## src/hw/rtl/bgtr_pkg.sv

```systemverilog
// shared types, constants and the character to glyph mapping of the text renderer
// no dependencies
package bgtr_pkg;

    localparam int COORD_W    = 11;
    localparam int DIM_W      = 10;
    localparam int ADDR_W     = 17;
    localparam int COLOR_W    = 16;
    localparam int CODE_W     = 8;
    localparam int GLYPH_W    = 6;
    localparam int ROM_AW     = 9;
    localparam int ROM_DEPTH  = 260;
    localparam int OFF_W      = 3;

    localparam int GLYPH_COLS  = 5;
    localparam int GLYPH_ROWS  = 8;
    localparam int CURSOR_STEP = 6;
    localparam int DIGIT_BASE  = 16;
    localparam int ALPHA_BASE  = 26;
    localparam int CURSOR_MAX  = 1023;

    localparam int DEF_SCREEN_WIDTH  = 320;
    localparam int DEF_SCREEN_HEIGHT = 240;

    localparam logic [CODE_W-1:0] CHAR_SPACE = 8'h20;
    localparam logic [CODE_W-1:0] CHAR_SLASH = 8'h2F;
    localparam logic [CODE_W-1:0] CHAR_ZERO  = 8'h30;
    localparam logic [CODE_W-1:0] CHAR_NINE  = 8'h39;
    localparam logic [CODE_W-1:0] CHAR_UPA   = 8'h41;
    localparam logic [CODE_W-1:0] CHAR_UPZ   = 8'h5A;

    // one glyph job handed from the setup register to the walker
    typedef struct packed {
        logic signed [COORD_W-1:0] cx;
        logic signed [COORD_W-1:0] cy;
        logic [ROM_AW-1:0]         gbase;
        logic [COLOR_W-1:0]        fg;
        logic [COLOR_W-1:0]        bg;
    } t_setup;

    // unmapped codes fall back to the space glyph
    function automatic logic [GLYPH_W-1:0] glyph_number(input logic [CODE_W-1:0] code);
        logic [GLYPH_W-1:0] num;
        num = '0;
        if (code >= CHAR_SPACE && code <= CHAR_SLASH) begin
            num = GLYPH_W'(code - CHAR_SPACE);
        end else if (code >= CHAR_ZERO && code <= CHAR_NINE) begin
            num = GLYPH_W'(DIGIT_BASE) + GLYPH_W'(code - CHAR_ZERO);
        end else if (code >= CHAR_UPA && code <= CHAR_UPZ) begin
            num = GLYPH_W'(ALPHA_BASE) + GLYPH_W'(code - CHAR_UPA);
        end
        return num;
    endfunction

endpackage

```

## src/hw/rtl/bgtr_font_rom.sv

```systemverilog
// 5x8 column font memory, one byte per glyph column, registered read
// depends on bgtr_pkg
module bgtr_font_rom
    import bgtr_pkg::*;
(
    input  logic              i_clk,
    input  logic              i_rd_en,
    input  logic [ROM_AW-1:0] i_rd_addr,
    output logic [7:0]        o_rd_data
);

    localparam logic [7:0] FONT [0:ROM_DEPTH-1] = '{
        8'h00,8'h00,8'h00,8'h00,8'h00, 8'h00,8'h00,8'h5F,8'h00,8'h00,
        8'h00,8'h07,8'h00,8'h07,8'h00, 8'h14,8'h7F,8'h14,8'h7F,8'h14,
        8'h24,8'h2A,8'h7F,8'h2A,8'h12, 8'h23,8'h13,8'h08,8'h64,8'h62,
        8'h36,8'h49,8'h55,8'h22,8'h50, 8'h00,8'h05,8'h03,8'h00,8'h00,
        8'h00,8'h1C,8'h22,8'h41,8'h00, 8'h00,8'h41,8'h22,8'h1C,8'h00,
        8'h14,8'h08,8'h3E,8'h08,8'h14, 8'h08,8'h08,8'h3E,8'h08,8'h08,
        8'h00,8'h50,8'h30,8'h00,8'h00, 8'h08,8'h08,8'h08,8'h08,8'h08,
        8'h00,8'h60,8'h60,8'h00,8'h00, 8'h20,8'h10,8'h08,8'h04,8'h02,
        8'h1C,8'h22,8'h22,8'h22,8'h1C, 8'h08,8'h18,8'h08,8'h08,8'h08,
        8'h1C,8'h22,8'h10,8'h08,8'h3E, 8'h3E,8'h10,8'h18,8'h04,8'h3C,
        8'h08,8'h14,8'h22,8'h3E,8'h08, 8'h3E,8'h20,8'h3C,8'h02,8'h3C,
        8'h1C,8'h20,8'h3C,8'h22,8'h1C, 8'h3E,8'h02,8'h04,8'h08,8'h10,
        8'h1C,8'h22,8'h1C,8'h22,8'h1C, 8'h1C,8'h22,8'h1E,8'h02,8'h1C,
        8'h1C,8'h22,8'h3E,8'h22,8'h22, 8'h3C,8'h22,8'h3C,8'h22,8'h3C,
        8'h1C,8'h22,8'h20,8'h22,8'h1C, 8'h3C,8'h22,8'h22,8'h22,8'h3C,
        8'h3E,8'h20,8'h38,8'h20,8'h3E, 8'h3E,8'h20,8'h38,8'h20,8'h20,
        8'h1C,8'h20,8'h2E,8'h22,8'h1C, 8'h22,8'h22,8'h3E,8'h22,8'h22,
        8'h1C,8'h08,8'h08,8'h08,8'h1C, 8'h0E,8'h02,8'h02,8'h22,8'h1C,
        8'h22,8'h28,8'h30,8'h28,8'h22, 8'h20,8'h20,8'h20,8'h20,8'h3E,
        8'h22,8'h36,8'h2A,8'h22,8'h22, 8'h22,8'h3A,8'h2A,8'h26,8'h22,
        8'h1C,8'h22,8'h22,8'h22,8'h1C, 8'h3C,8'h22,8'h3C,8'h20,8'h20,
        8'h1C,8'h22,8'h22,8'h2A,8'h1C, 8'h3C,8'h22,8'h3C,8'h28,8'h24,
        8'h1E,8'h20,8'h1C,8'h02,8'h3C, 8'h3E,8'h08,8'h08,8'h08,8'h08,
        8'h22,8'h22,8'h22,8'h22,8'h1C, 8'h22,8'h22,8'h22,8'h14,8'h08,
        8'h22,8'h22,8'h2A,8'h2A,8'h14, 8'h22,8'h14,8'h08,8'h14,8'h22,
        8'h22,8'h14,8'h08,8'h08,8'h10, 8'h3E,8'h04,8'h08,8'h10,8'h3E
    };

    logic [7:0] r_data;

    always_ff @(posedge i_clk) begin
        if (i_rd_en) begin
            r_data <= FONT[i_rd_addr];
        end
    end

    assign o_rd_data = r_data;

endmodule

```

## src/hw/rtl/bgtr_pixel_walker.sv

```systemverilog
// clips a glyph job to the screen and walks its visible pixels, one write per cycle
// unless stalled; depends on bgtr_pkg; reads column bytes via the font memory port
module bgtr_pixel_walker
    import bgtr_pkg::*;
#(
    parameter int SCREEN_WIDTH  = DEF_SCREEN_WIDTH,
    parameter int SCREEN_HEIGHT = DEF_SCREEN_HEIGHT
) (
    input  logic               i_clk,
    input  logic               i_rst_n,
    input  logic               i_job_valid,
    input  t_setup             i_job,
    output logic               o_job_take,
    output logic               o_rom_en,
    output logic [ROM_AW-1:0]  o_rom_addr,
    input  logic [7:0]         i_rom_data,
    output logic               o_out_valid,
    input  logic               i_out_ready,
    output logic [ADDR_W-1:0]  o_pixel_address,
    output logic [COLOR_W-1:0] o_pixel_color,
    output logic               o_last_pixel
);

    localparam logic signed [COORD_W:0] W_MAX   = (COORD_W+1)'(SCREEN_WIDTH - 1);
    localparam logic signed [COORD_W:0] H_MAX   = (COORD_W+1)'(SCREEN_HEIGHT - 1);
    localparam logic signed [COORD_W:0] COL_SPAN = (COORD_W+1)'(GLYPH_COLS - 1);
    localparam logic signed [COORD_W:0] ROW_SPAN = (COORD_W+1)'(GLYPH_ROWS - 1);
    localparam logic [ADDR_W-1:0]       ADDR_STEP = ADDR_W'(SCREEN_WIDTH);

    // clip of the waiting job
    logic signed [COORD_W:0] cx_e, cy_e, w_rem, h_rem;
    logic                    vis;
    logic [OFF_W-1:0]        c_lo, c_hi, r_lo_c, r_hi_c;
    logic [DIM_W-1:0]        col_start, row_start;
    logic [2*DIM_W-1:0]      row_prod;
    logic [ADDR_W-1:0]       base_addr;

    always_comb begin
        cx_e  = {i_job.cx[COORD_W-1], i_job.cx};
        cy_e  = {i_job.cy[COORD_W-1], i_job.cy};
        vis   = (cx_e <= W_MAX) && (cx_e + COL_SPAN >= 0) &&
                (cy_e <= H_MAX) && (cy_e + ROW_SPAN >= 0);
        w_rem = W_MAX - cx_e;
        h_rem = H_MAX - cy_e;
        c_lo   = (cx_e < 0) ? OFF_W'(-cx_e) : '0;
        r_lo_c = (cy_e < 0) ? OFF_W'(-cy_e) : '0;
        c_hi   = (w_rem > COL_SPAN) ? OFF_W'(GLYPH_COLS - 1) : OFF_W'(w_rem);
        r_hi_c = (h_rem > ROW_SPAN) ? OFF_W'(GLYPH_ROWS - 1) : OFF_W'(h_rem);
        col_start = DIM_W'(cx_e + (COORD_W+1)'(c_lo));
        row_start = DIM_W'(cy_e + (COORD_W+1)'(r_lo_c));
        row_prod  = (2*DIM_W)'(row_start) * (2*DIM_W)'(SCREEN_WIDTH);
        base_addr = ADDR_W'(row_prod) + ADDR_W'(col_start);
    end

    // walk state
    logic                r_g_valid, n_g_valid;
    logic [OFF_W-1:0]    r_col, n_col, r_col_hi, n_col_hi;
    logic [OFF_W-1:0]    r_row, n_row, r_row_lo, n_row_lo, r_row_hi, n_row_hi;
    logic [ADDR_W-1:0]   r_addr, n_addr, r_col_addr, n_col_addr;
    logic [ROM_AW-1:0]   r_gbase, n_gbase;
    logic [COLOR_W-1:0]  r_fg, n_fg, r_bg, n_bg;
    logic                g_last, adv;

    // output word
    logic                r_o_valid;
    logic [ADDR_W-1:0]   r_o_addr;
    logic [OFF_W-1:0]    r_o_row;
    logic [COLOR_W-1:0]  r_o_fg, r_o_bg;
    logic                r_o_last;

    assign g_last     = (r_col == r_col_hi) && (r_row == r_row_hi);
    assign adv        = r_g_valid && (!r_o_valid || i_out_ready);
    assign o_job_take = i_job_valid && (!r_g_valid || (adv && g_last));
    assign o_rom_en   = adv;
    assign o_rom_addr = r_gbase + ROM_AW'(r_col);

    always_comb begin
        n_g_valid  = r_g_valid;
        n_col      = r_col;
        n_col_hi   = r_col_hi;
        n_row      = r_row;
        n_row_lo   = r_row_lo;
        n_row_hi   = r_row_hi;
        n_addr     = r_addr;
        n_col_addr = r_col_addr;
        n_gbase    = r_gbase;
        n_fg       = r_fg;
        n_bg       = r_bg;
        if (adv) begin
            if (g_last) begin
                n_g_valid = 1'b0;
            end else if (r_row != r_row_hi) begin
                n_row  = r_row + OFF_W'(1);
                n_addr = r_addr + ADDR_STEP;
            end else begin
                n_col      = r_col + OFF_W'(1);
                n_row      = r_row_lo;
                n_col_addr = r_col_addr + ADDR_W'(1);
                n_addr     = r_col_addr + ADDR_W'(1);
            end
        end
        // a fully clipped job is dropped without occupying the walker
        if (o_job_take) begin
            n_g_valid  = vis;
            n_col      = c_lo;
            n_col_hi   = c_hi;
            n_row      = r_lo_c;
            n_row_lo   = r_lo_c;
            n_row_hi   = r_hi_c;
            n_addr     = base_addr;
            n_col_addr = base_addr;
            n_gbase    = i_job.gbase;
            n_fg       = i_job.fg;
            n_bg       = i_job.bg;
        end
    end

    always_ff @(posedge i_clk) begin
        if (!i_rst_n) begin
            r_g_valid <= 1'b0;
            r_o_valid <= 1'b0;
        end else begin
            r_g_valid <= n_g_valid;
            if (adv) begin
                r_o_valid <= 1'b1;
            end else if (i_out_ready) begin
                r_o_valid <= 1'b0;
            end
        end
        r_col      <= n_col;
        r_col_hi   <= n_col_hi;
        r_row      <= n_row;
        r_row_lo   <= n_row_lo;
        r_row_hi   <= n_row_hi;
        r_addr     <= n_addr;
        r_col_addr <= n_col_addr;
        r_gbase    <= n_gbase;
        r_fg       <= n_fg;
        r_bg       <= n_bg;
        if (adv) begin
            r_o_addr <= r_addr;
            r_o_row  <= r_row;
            r_o_fg   <= r_fg;
            r_o_bg   <= r_bg;
            r_o_last <= g_last;
        end
    end

    // column byte arrives with the word, bit r is row r from the top
    assign o_out_valid     = r_o_valid;
    assign o_pixel_address = r_o_addr;
    assign o_pixel_color   = i_rom_data[r_o_row] ? r_o_fg : r_o_bg;
    assign o_last_pixel    = r_o_last;

`ifndef ASSERT_OFF
    a_walk_bounds: assert property (@(posedge i_clk) disable iff (!i_rst_n)
        r_g_valid |-> (r_col <= r_col_hi) && (r_row >= r_row_lo) && (r_row <= r_row_hi)
                      && (r_col_hi <= OFF_W'(GLYPH_COLS - 1)))
        else $error("walker position outside its clip window");

    a_rom_range: assert property (@(posedge i_clk) disable iff (!i_rst_n)
        adv |-> (32'(o_rom_addr) < ROM_DEPTH))
        else $error("font read beyond the glyph table");

    a_done_idle: assert property (@(posedge i_clk) disable iff (!i_rst_n)
        (adv && g_last && !o_job_take) |=> !r_g_valid)
        else $error("walker kept running after the last pixel");

    a_stall_hold: assert property (@(posedge i_clk) disable iff (!i_rst_n)
        (r_o_valid && !i_out_ready) |-> !adv)
        else $error("walker advanced into a stalled output word");
`endif

endmodule

```

## src/hw/rtl/bitmap_glyph_text_renderer.sv

```systemverilog
// Bitmap text renderer, 5x8 font: one character word in, one framebuffer write word
// per visible glyph pixel out. Input channel i_in_valid/o_in_ready carries the
// character with an optional new text origin; output channel o_out_valid/i_out_ready
// carries pixel_address (row * SCREEN_WIDTH + column), pixel_color and last_pixel.
// Pixels go out column by column, top to bottom; off-screen pixels are skipped, and
// last_pixel marks the final write of a character. A glyph entirely off screen gives
// no word. After each character the cursor moves right by 6, saturating at 1023.
// The first write of a character passes the setup register, the walker state and
// the output word. Throughput: one write per cycle unless the receiver stalls; the
// next character's first write follows its predecessor's last with no gap, as the
// setup register holds the next character while the walker works. The pace is
// set by the single output port fed from the font memory's one read port.
// A fully clipped character leaves the setup register without occupying the walker.
// Reset (synchronous, i_rst_n low) clears the cursor and line to 0 and drops all
// pending words. When the receiver stalls, the output word holds and the walker
// and font read freeze; input is still taken until the setup register fills.
module bitmap_glyph_text_renderer
    import bgtr_pkg::*;
#(
    parameter int SCREEN_WIDTH  = DEF_SCREEN_WIDTH,
    parameter int SCREEN_HEIGHT = DEF_SCREEN_HEIGHT
) (
    input  logic                      i_clk,
    input  logic                      i_rst_n,
    input  logic                      i_in_valid,
    output logic                      o_in_ready,
    input  logic                      i_start_of_text,
    input  logic signed [COORD_W-1:0] i_start_x,
    input  logic signed [COORD_W-1:0] i_start_y,
    input  logic [CODE_W-1:0]         i_char_code,
    input  logic [COLOR_W-1:0]        i_fg_color,
    input  logic [COLOR_W-1:0]        i_bg_color,
    output logic                      o_out_valid,
    input  logic                      i_out_ready,
    output logic [ADDR_W-1:0]         o_pixel_address,
    output logic [COLOR_W-1:0]        o_pixel_color,
    output logic                      o_last_pixel
);

    localparam logic signed [COORD_W:0] STEP_E = (COORD_W+1)'(CURSOR_STEP);
    localparam logic signed [COORD_W:0] MAX_E  = (COORD_W+1)'(CURSOR_MAX);

    logic signed [COORD_W-1:0] r_cursor_x, r_line_y;
    logic signed [COORD_W-1:0] eff_x, eff_y;
    logic signed [COORD_W:0]   next_x;
    logic                      r_s_valid;
    t_setup                    r_s, n_s;
    logic                      in_acc, job_take;
    logic                      rom_en;
    logic [ROM_AW-1:0]         rom_addr;
    logic [7:0]                rom_data;

    assign in_acc     = i_in_valid && o_in_ready;
    assign o_in_ready = !r_s_valid || job_take;

    always_comb begin
        eff_x  = i_start_of_text ? i_start_x : r_cursor_x;
        eff_y  = i_start_of_text ? i_start_y : r_line_y;
        next_x = {eff_x[COORD_W-1], eff_x} + STEP_E;
        n_s.cx    = eff_x;
        n_s.cy    = eff_y;
        n_s.gbase = ROM_AW'(glyph_number(i_char_code)) * ROM_AW'(GLYPH_COLS);
        n_s.fg    = i_fg_color;
        n_s.bg    = i_bg_color;
    end

    always_ff @(posedge i_clk) begin
        if (!i_rst_n) begin
            r_cursor_x <= '0;
            r_line_y   <= '0;
            r_s_valid  <= 1'b0;
        end else begin
            if (in_acc) begin
                r_cursor_x <= (next_x > MAX_E) ? COORD_W'(CURSOR_MAX) : next_x[COORD_W-1:0];
                r_line_y   <= eff_y;
                r_s_valid  <= 1'b1;
            end else if (job_take) begin
                r_s_valid  <= 1'b0;
            end
        end
        if (in_acc) begin
            r_s <= n_s;
        end
    end

    bgtr_font_rom u_font (
        .i_clk     (i_clk),
        .i_rd_en   (rom_en),
        .i_rd_addr (rom_addr),
        .o_rd_data (rom_data)
    );

    bgtr_pixel_walker #(
        .SCREEN_WIDTH  (SCREEN_WIDTH),
        .SCREEN_HEIGHT (SCREEN_HEIGHT)
    ) u_walker (
        .i_clk           (i_clk),
        .i_rst_n         (i_rst_n),
        .i_job_valid     (r_s_valid),
        .i_job           (r_s),
        .o_job_take      (job_take),
        .o_rom_en        (rom_en),
        .o_rom_addr      (rom_addr),
        .i_rom_data      (rom_data),
        .o_out_valid     (o_out_valid),
        .i_out_ready     (i_out_ready),
        .o_pixel_address (o_pixel_address),
        .o_pixel_color   (o_pixel_color),
        .o_last_pixel    (o_last_pixel)
    );

endmodule
```

## config.mk

```make
export PLATFORM = sky130hd
export DESIGN_NAME = bitmap_glyph_text_renderer
export DESIGN_NICKNAME = d
export VERILOG_FILES = /design/src/hw/rtl/bgtr_pkg.sv /design/src/hw/rtl/bgtr_font_rom.sv /design/src/hw/rtl/bgtr_pixel_walker.sv /design/src/hw/rtl/bitmap_glyph_text_renderer.sv
export SDC_FILE = /design/constraint.sdc
export NUM_CORES = 1
export LEC_CHECK = 0
export ABC_CLOCK_PERIOD_IN_PS = 5700
export BUFFER_PORTS_ARGS = -buffer_cell sky130_fd_sc_hd__buf_2
export CAP_MARGIN = 0
export CORE_ASPECT_RATIO = 1.25
export CORE_MARGIN = 10
export CORE_UTILIZATION = 45
export CTS_CLUSTER_DIAMETER = 120
export DETAILED_ROUTE_END_ITERATION = 7
export GPL_ROUTABILITY_DRIVEN = 0
export SYNTH_ARGS = -nofsm -noshare
export SYNTH_HDL_FRONTEND = slang
export SYNTH_SLANG_ARGS = --single-unit
```

## constraint.sdc

```tcl
create_clock -name i_clk -period 5.7 [get_ports i_clk]
set_input_delay 0.57 -clock i_clk [delete_from_list [all_inputs] [get_ports i_clk]]
set_output_delay 0.57 -clock i_clk [all_outputs]
set_load 0.02 [all_outputs]
```

### Yosys cells after proc, flatten, opt, wreduce, memory -nomap -nowiden

Memories as Yosys holds them, arrays and structs flattened. A register that Yosys moved wholly into a read port is not among the register bits.
Cells that the tools add are included.

* register bits after elaboration: 231
* ROM bits: 4096
* input port bits: 67
* output and inout bits: 36
* logic and storage cells: 128
* memories kept: 1

Memories
* (no name shown): depth 512, bits a word 8, rd ports 1, clocked after Yosys merged registers in 1, write ports 0, line bgtr_font_rom.sv:45 `r_data <= FONT[i_rd_addr];`

* add/subtract/negate cells: 20
* $mul: 2
* magnitude comparators: 16
* equal/unequal tests: 5
* multiplexer cells: 34
* bitwise gates (word level): 1
* reduce and logical (&&, ||, !) cells: 24

Operator list (count)
* $mux W17: 8
* $ge A32 B1 Y1 const B: 2
* $add A11 B4 Y12 const B: 3
* $mux W11: 3
* $mux W3: 10
* $gt A12 B4 Y1 const B: 2
* $lt A11 B1 Y1 const B: 2
* $add A10 B4 Y10: 2
* $mux W6: 3
* $add A17 B1 Y17 const B: 1
* $add A17 B10 Y17: 1
* $add A17 B9 Y17 const B: 1
* $ge A8 B6 Y1 const B: 2
* $le A8 B6 Y1 const B: 2
* $mux W16: 1
* $add A5 B6 Y6 const A: 2
* $gt A12 B11 Y1 const B: 1
* $sub A10 B11 Y12 const A: 1
* $sub A6 B6 Y6 const B: 2
* $sub A9 B11 Y12 const A: 1
* $le A11 B10 Y1 const B: 1
* $le A11 B9 Y1 const B: 1
* $logic_and A1 B1 Y1: 11
* $mul A10 B3 Y11 const B: 1
* 19 further kinds: 38

### Logic depth before layout (Yosys ltp)

* depth after elaboration: 9
* depth in mapped cells: 18
* depth with buffers taken out: 18

### Modules after synthesis

A second synthesis with hierarchy kept.

* cells, all modules: 1167
* area, all modules: 13126.3 sq um

Modules (own cells, without submodules)
* bgtr_pixel_walker: instances 1, cells each 554, area an instance 7176.9 sq um, seq. area each 4334.2 sq um
* bitmap_glyph_text_renderer: instances 1, cells each 279, area an instance 3687.3 sq um, seq. area each 2352.3 sq um
* bgtr_font_rom: instances 1, cells each 334, area an instance 2262.2 sq um, seq. area each 210.2 sq um

### Least setup slack after synthesis

Ideal clock, no wire load.

* path type: input to register
* start point: in i_out_ready
* end point: reg u_font.r_data[0] (netlist: u_font.o_rd_data[0]), enable pin
* setup time: 485 ps
* arrival time: 3332 ps
* data required time: 5215 ps
* slack: 1883 ps
* stages on the path: 2
* path buffers: 0
* cells stage by stage: nor2b_1 -> nor2b_1

* longest elaborated chain between the ends: 2

RTL lines
* start: declaration: line bitmap_glyph_text_renderer.sv:34 `input logic i_out_ready,`
* $logic_or A1 B1 Y1: line bgtr_pixel_walker.sv:72 `assign adv = r_g_valid && (!r_o_valid || i_out_ready);`
* $logic_and A1 B1 Y1: line bgtr_pixel_walker.sv:72
* net rom_en: line bitmap_glyph_text_renderer.sv:49 `logic rom_en;`
* end: declaration: line bgtr_font_rom.sv:41 `logic [7:0] r_data;`

The timed path passes the listed nets, and every way through them passes these cells.
A chain may end at the register's enable or synchronous reset.

### Final worst setup path

* start point: reg u_walker.r_col[0]
* end point: reg u_font.r_data[2] (netlist: u_font.o_rd_data[2]) (data pin)

* longest elaborated chain between the ends: 2

RTL lines
* start: declaration: line bgtr_pixel_walker.sv:57 `logic [OFF_W-1:0] r_col, n_col, r_col_hi, n_col_hi;`
* start signal: assignment: line bgtr_pixel_walker.sv:130 `r_col <= n_col;`
* $add A9 B3 Y9: line bgtr_pixel_walker.sv:75 `assign o_rom_addr = r_gbase + ROM_AW'(r_col);`
* $not A9 Y10 (implied by the code): line bgtr_font_rom.sv:45

Every way passes these cells.

==> qor.yml <==
run_status: "finished, final reports clean"
cp_top_family: "simple AND/OR/NAND/NOR gates"
cts_root_buf: "clkbuf_16"
crit_path_end: "u_font.o_rd_data[2]"
die_width_um: 174
die_y_um: 212
cts_tree: "done"
maxCapViolCount: 0
synthCells: 1198
wl_um: 31600
power.share.switching_pct: 28.0
setup_viol: 0
power_density_nw_per_um2: 301
gr-total-overflow: 0
p_leak_nw: 5.55
async_flop_share_pct: 0
slowest_stage: "nor4_1"
vias: 9631
insertion_delay_ps: 530
post_cts_buffers: 0
cp_num_cells: 12
holdWs_ps: 207
switchingPower_mw: 1.26
reg2reg_to: "u_font.o_rd_data[2]"
p_int_mw: 3.22
crit_chain: "ha_1, fa_1, xor2_4, buf_4, inv_1, buf_4, and2_1, mux2i_1, o21ai_0, nor4_1, o31ai_1, a21o_1"
drtIter0Drc: 968
rows: 70
rsz0062_at_grt: "no"
grt_max_degree: 61
worstSetupPathType: "flop to flop"
grt.total_usage_pct: 16.6
cts.path.max_buffers: 3
tightest_slew_ps: 1110
grt_pass1_vias: 9479
p_comb_share_pct: 19.9
syn_area_per_cell_sq_um: 11.1
synth_ff_type: "edfxtp_1"
syn2layout_area_growth_pct: 12.0
hold_path_class: "primary input to flop"
startpoint: "u_walker.r_col[0]"
start_util_pct: 45.6
dp_hpwl_um: 22100
setup_tns_ps: 0
placed_cell_area_sq_um: 14100
clkTransAtPathRegs_ps: 60
crit_buf_inv: 3
ios: 103
first_pass_iters: 6
ir_drop_mv: 0.216
max_freq_ghz: 0.236
ctsHoldBuffers: 0
seqPwrFrac_pct: 46.2
ant_nets: 0
synthDistinctLibCells: 88
n_antenna_cell: 0
cp.arrival_ps: 4510
p_clk_share_pct: 33.9
wire_per_inst_um: 18.7
worst_path_most_repeated_cell: "buf_4"
antenna_found_initial: 0
clock_sinks: 238
numCtsBuffers: 23
r2r_setup_slack_ps: 1470
syn-num-nets: 1327
grt_pass1_wl_um: 50600
die-area_sq_um: 36900
post-route-period-util_pct: 74.3
worst_r2r_startpoint: "u_walker.r_col[0]"
post_cts_resized: 0
skew_ps: 18.1
design_area_sq_um: 14900
h-tree-depth: 1
required_ps: 5980
io_buffer_count: 102
hold_viol: 0
cp-start-kind: "flop"
slowest_delay_ps: 680
slew_headroom_pct: 25.4
via_per_inst: 5.71
slew_viol_final: 0
drive_above_1_share_pct: 16.5
nets: 1404
yosys_warnings: 0
core_region_area_sq_um: 29200
yosysSeqAreaShare_pct: 51.9
ys_ff_latch: 238
drc: 0
synth-edff-count: 213
fin_crit_ps: 4230
endpoint_kind: "flop"
reg2reg_depth: 12
worst-path-max-fanout: 43
synth_area_sq_um: 13300
[worst register-to-register path, stage by stage (launching register included)]
cell      delay (ps)
edfxtp_1         450
ha_1             300
fa_1             590
xor2_4           220
buf_4            410
inv_1             90
buf_4            290
and2_1           310
mux2i_1          140
o21ai_0          180
nor4_1           680
o31ai_1          160
a21o_1           180
[cells by family after synthesis]
logic type	Yosys count	share of synthesized area, %
buffers and inverters	100	3.29
multiplexers	60	4.94
adder cells (fa/ha/maj)	62	6.06
AND/OR/NAND/NOR	337	12.1
flip-flops	238	51.9
XOR/XNOR	86	5.86
AO/OA/AOI/OAI	315	15.8
[state kept, by name, indices dropped and copies added, names as in the netlist, 16 cells and up]
name and flops:
u_walker.r_col_addr 17, u_walker.r_o_bg 16, u_walker.r_addr 17, u_walker.r_o_fg 16, r_s 63, u_walker.o_pixel_address 17, u_walker.r_fg 16, u_walker.r_bg 16
[worst min-delay path by stage]
stage | slack (ps) | cells after the start | start | end
floorplan | 400 | 0 | u_walker.r_addr[0] | u_walker.o_pixel_address[0]
global placement | 400 | 0 | u_walker.r_bg[6] | u_walker.r_o_bg[6]
detailed placement | 400 | 0 | u_walker.r_addr[5] | u_walker.o_pixel_address[5]
CTS | 180 | 1 | i_fg_color[13] | r_s[29]
global route | 180 | 1 | i_bg_color[7] | r_s[7]
finish | 210 | 1 | i_bg_color[8] | r_s[8]
[power groups by stage]
stage / clock network (mW) / logic (mW) / registers, mW
floorplan: 0 / 0.662 / 2.09
global placement: 0 / 0.870 / 2.10
detailed placement: 0 / 0.872 / 2.11
CTS: 1.56 / 0.876 / 2.07
global route: 1.62 / 0.981 / 2.08
finish: 1.52 / 0.893 / 2.07
[per-layer routing]
layer	wire [um]	part of all wire (%)	up-vias	track usage, %
met3	2130	6.7	96	2.96
li1	-	-	4630	-
met4	1400	4.4	0	7.65
met2	14800	47	410	27.5
met1	13300	42	4495	20.7
met5	0	0	-	0
[cell type report]
cell class,count,area [sq um]
clock buffer,33,643
clock inverter,9,106
fill,2630,14300
inverter,34,129
multi-input combinational,860,6000
sequential,238,6900
tap,396,495
timing repair buffer,118,631
[synthesized netlist by cell type (4+ instances only)]
| library cell | instances | area share (%) |
|---|---|---|
| dfxtp_1 | 25 | 3.8 |
| nor4_1 | 4 | 0.19 |
| nor2_1 | 74 | 2.1 |
| o31ai_1 | 6 | 0.34 |
| nand2b_1 | 8 | 0.38 |
| nor3_1 | 25 | 0.94 |
| o21a_1 | 6 | 0.34 |
| a211oi_1 | 13 | 0.73 |
| a221o_1 | 5 | 0.38 |
| buf_4 | 6 | 0.34 |
| xnor2_1 | 55 | 3.6 |
| o2111ai_1 | 4 | 0.26 |
| mux2i_1 | 24 | 1.8 |
| o21ai_0 | 78 | 2.9 |
| o211ai_1 | 15 | 0.85 |
| and2_1 | 7 | 0.33 |
| edfxtp_1 | 213 | 48 |
| a2111oi_0 | 6 | 0.40 |
| inv_1 | 33 | 0.93 |
| nand3_1 | 34 | 1.3 |
| nor2b_1 | 20 | 0.94 |
| mux2_2 | 35 | 3.0 |
| a311oi_1 | 9 | 0.59 |
| fa_1 | 4 | 0.60 |
| and3_1 | 15 | 0.71 |
| a221oi_1 | 4 | 0.26 |
| ha_1 | 58 | 5.5 |
| a211o_1 | 8 | 0.53 |
| nand4_1 | 11 | 0.52 |
| o221ai_1 | 4 | 0.26 |
| a21o_1 | 9 | 0.51 |
| clkbuf_1 | 32 | 0.90 |
| xor2_1 | 29 | 1.9 |
| nor3b_1 | 6 | 0.34 |
| a21boi_0 | 8 | 0.45 |
| o22ai_1 | 6 | 0.28 |
| a21oi_1 | 79 | 3.0 |
| a31oi_1 | 11 | 0.52 |
| nand2_1 | 114 | 3.2 |
| buf_2 | 26 | 0.98 |
| o21ai_1 | 5 | 0.19 |
[placed cells by master, fill, tap and decap left out, types with 5 or more instances in the layout]
cell | Yosys | final
nor2b_1 | 20 | 18
o22ai_1 | 6 | 6
clkbuf_16 | 0 | 23
a2111oi_0 | 6 | 6
and2_1 | 7 | 7
nor3_1 | 25 | 25
nand3_1 | 34 | 34
o21ai_0 | 78 | 78
a21o_1 | 9 | 9
o31ai_1 | 6 | 6
and3_1 | 15 | 15
nor2_1 | 74 | 74
clkbuf_1 | 32 | 7
a21boi_0 | 8 | 8
a221o_1 | 5 | 5
a311oi_1 | 9 | 9
nand2b_1 | 8 | 8
a211oi_1 | 13 | 13
mux2i_1 | 24 | 24
a211o_1 | 8 | 8
nand2_1 | 114 | 114
nand4_1 | 11 | 11
o21a_1 | 6 | 6
mux2_2 | 35 | 35
xor2_1 | 29 | 29
a21oi_1 | 79 | 79
buf_2 | 26 | 102
a31oi_1 | 11 | 11
nor3b_1 | 6 | 6
buf_4 | 6 | 16
xnor2_1 | 55 | 55
inv_1 | 33 | 32
edfxtp_1 | 213 | 213
o211ai_1 | 15 | 15
ha_1 | 58 | 58
dfxtp_1 | 25 | 25
[through the flow]
step	cells	worst slack, ps	utilization, %	power, mW
after floorplan	1198	1880	-	2.75
after global placement	1646	1660	48.5	2.97
after detailed placement	1646	1610	48.5	2.98
after CTS	1688	1580	51.1	4.51
after global routing	1688	1170	51.1	4.68
final	1688	1470	51.1	4.48
Note: power is estimated with default switching activity, not from simulation.
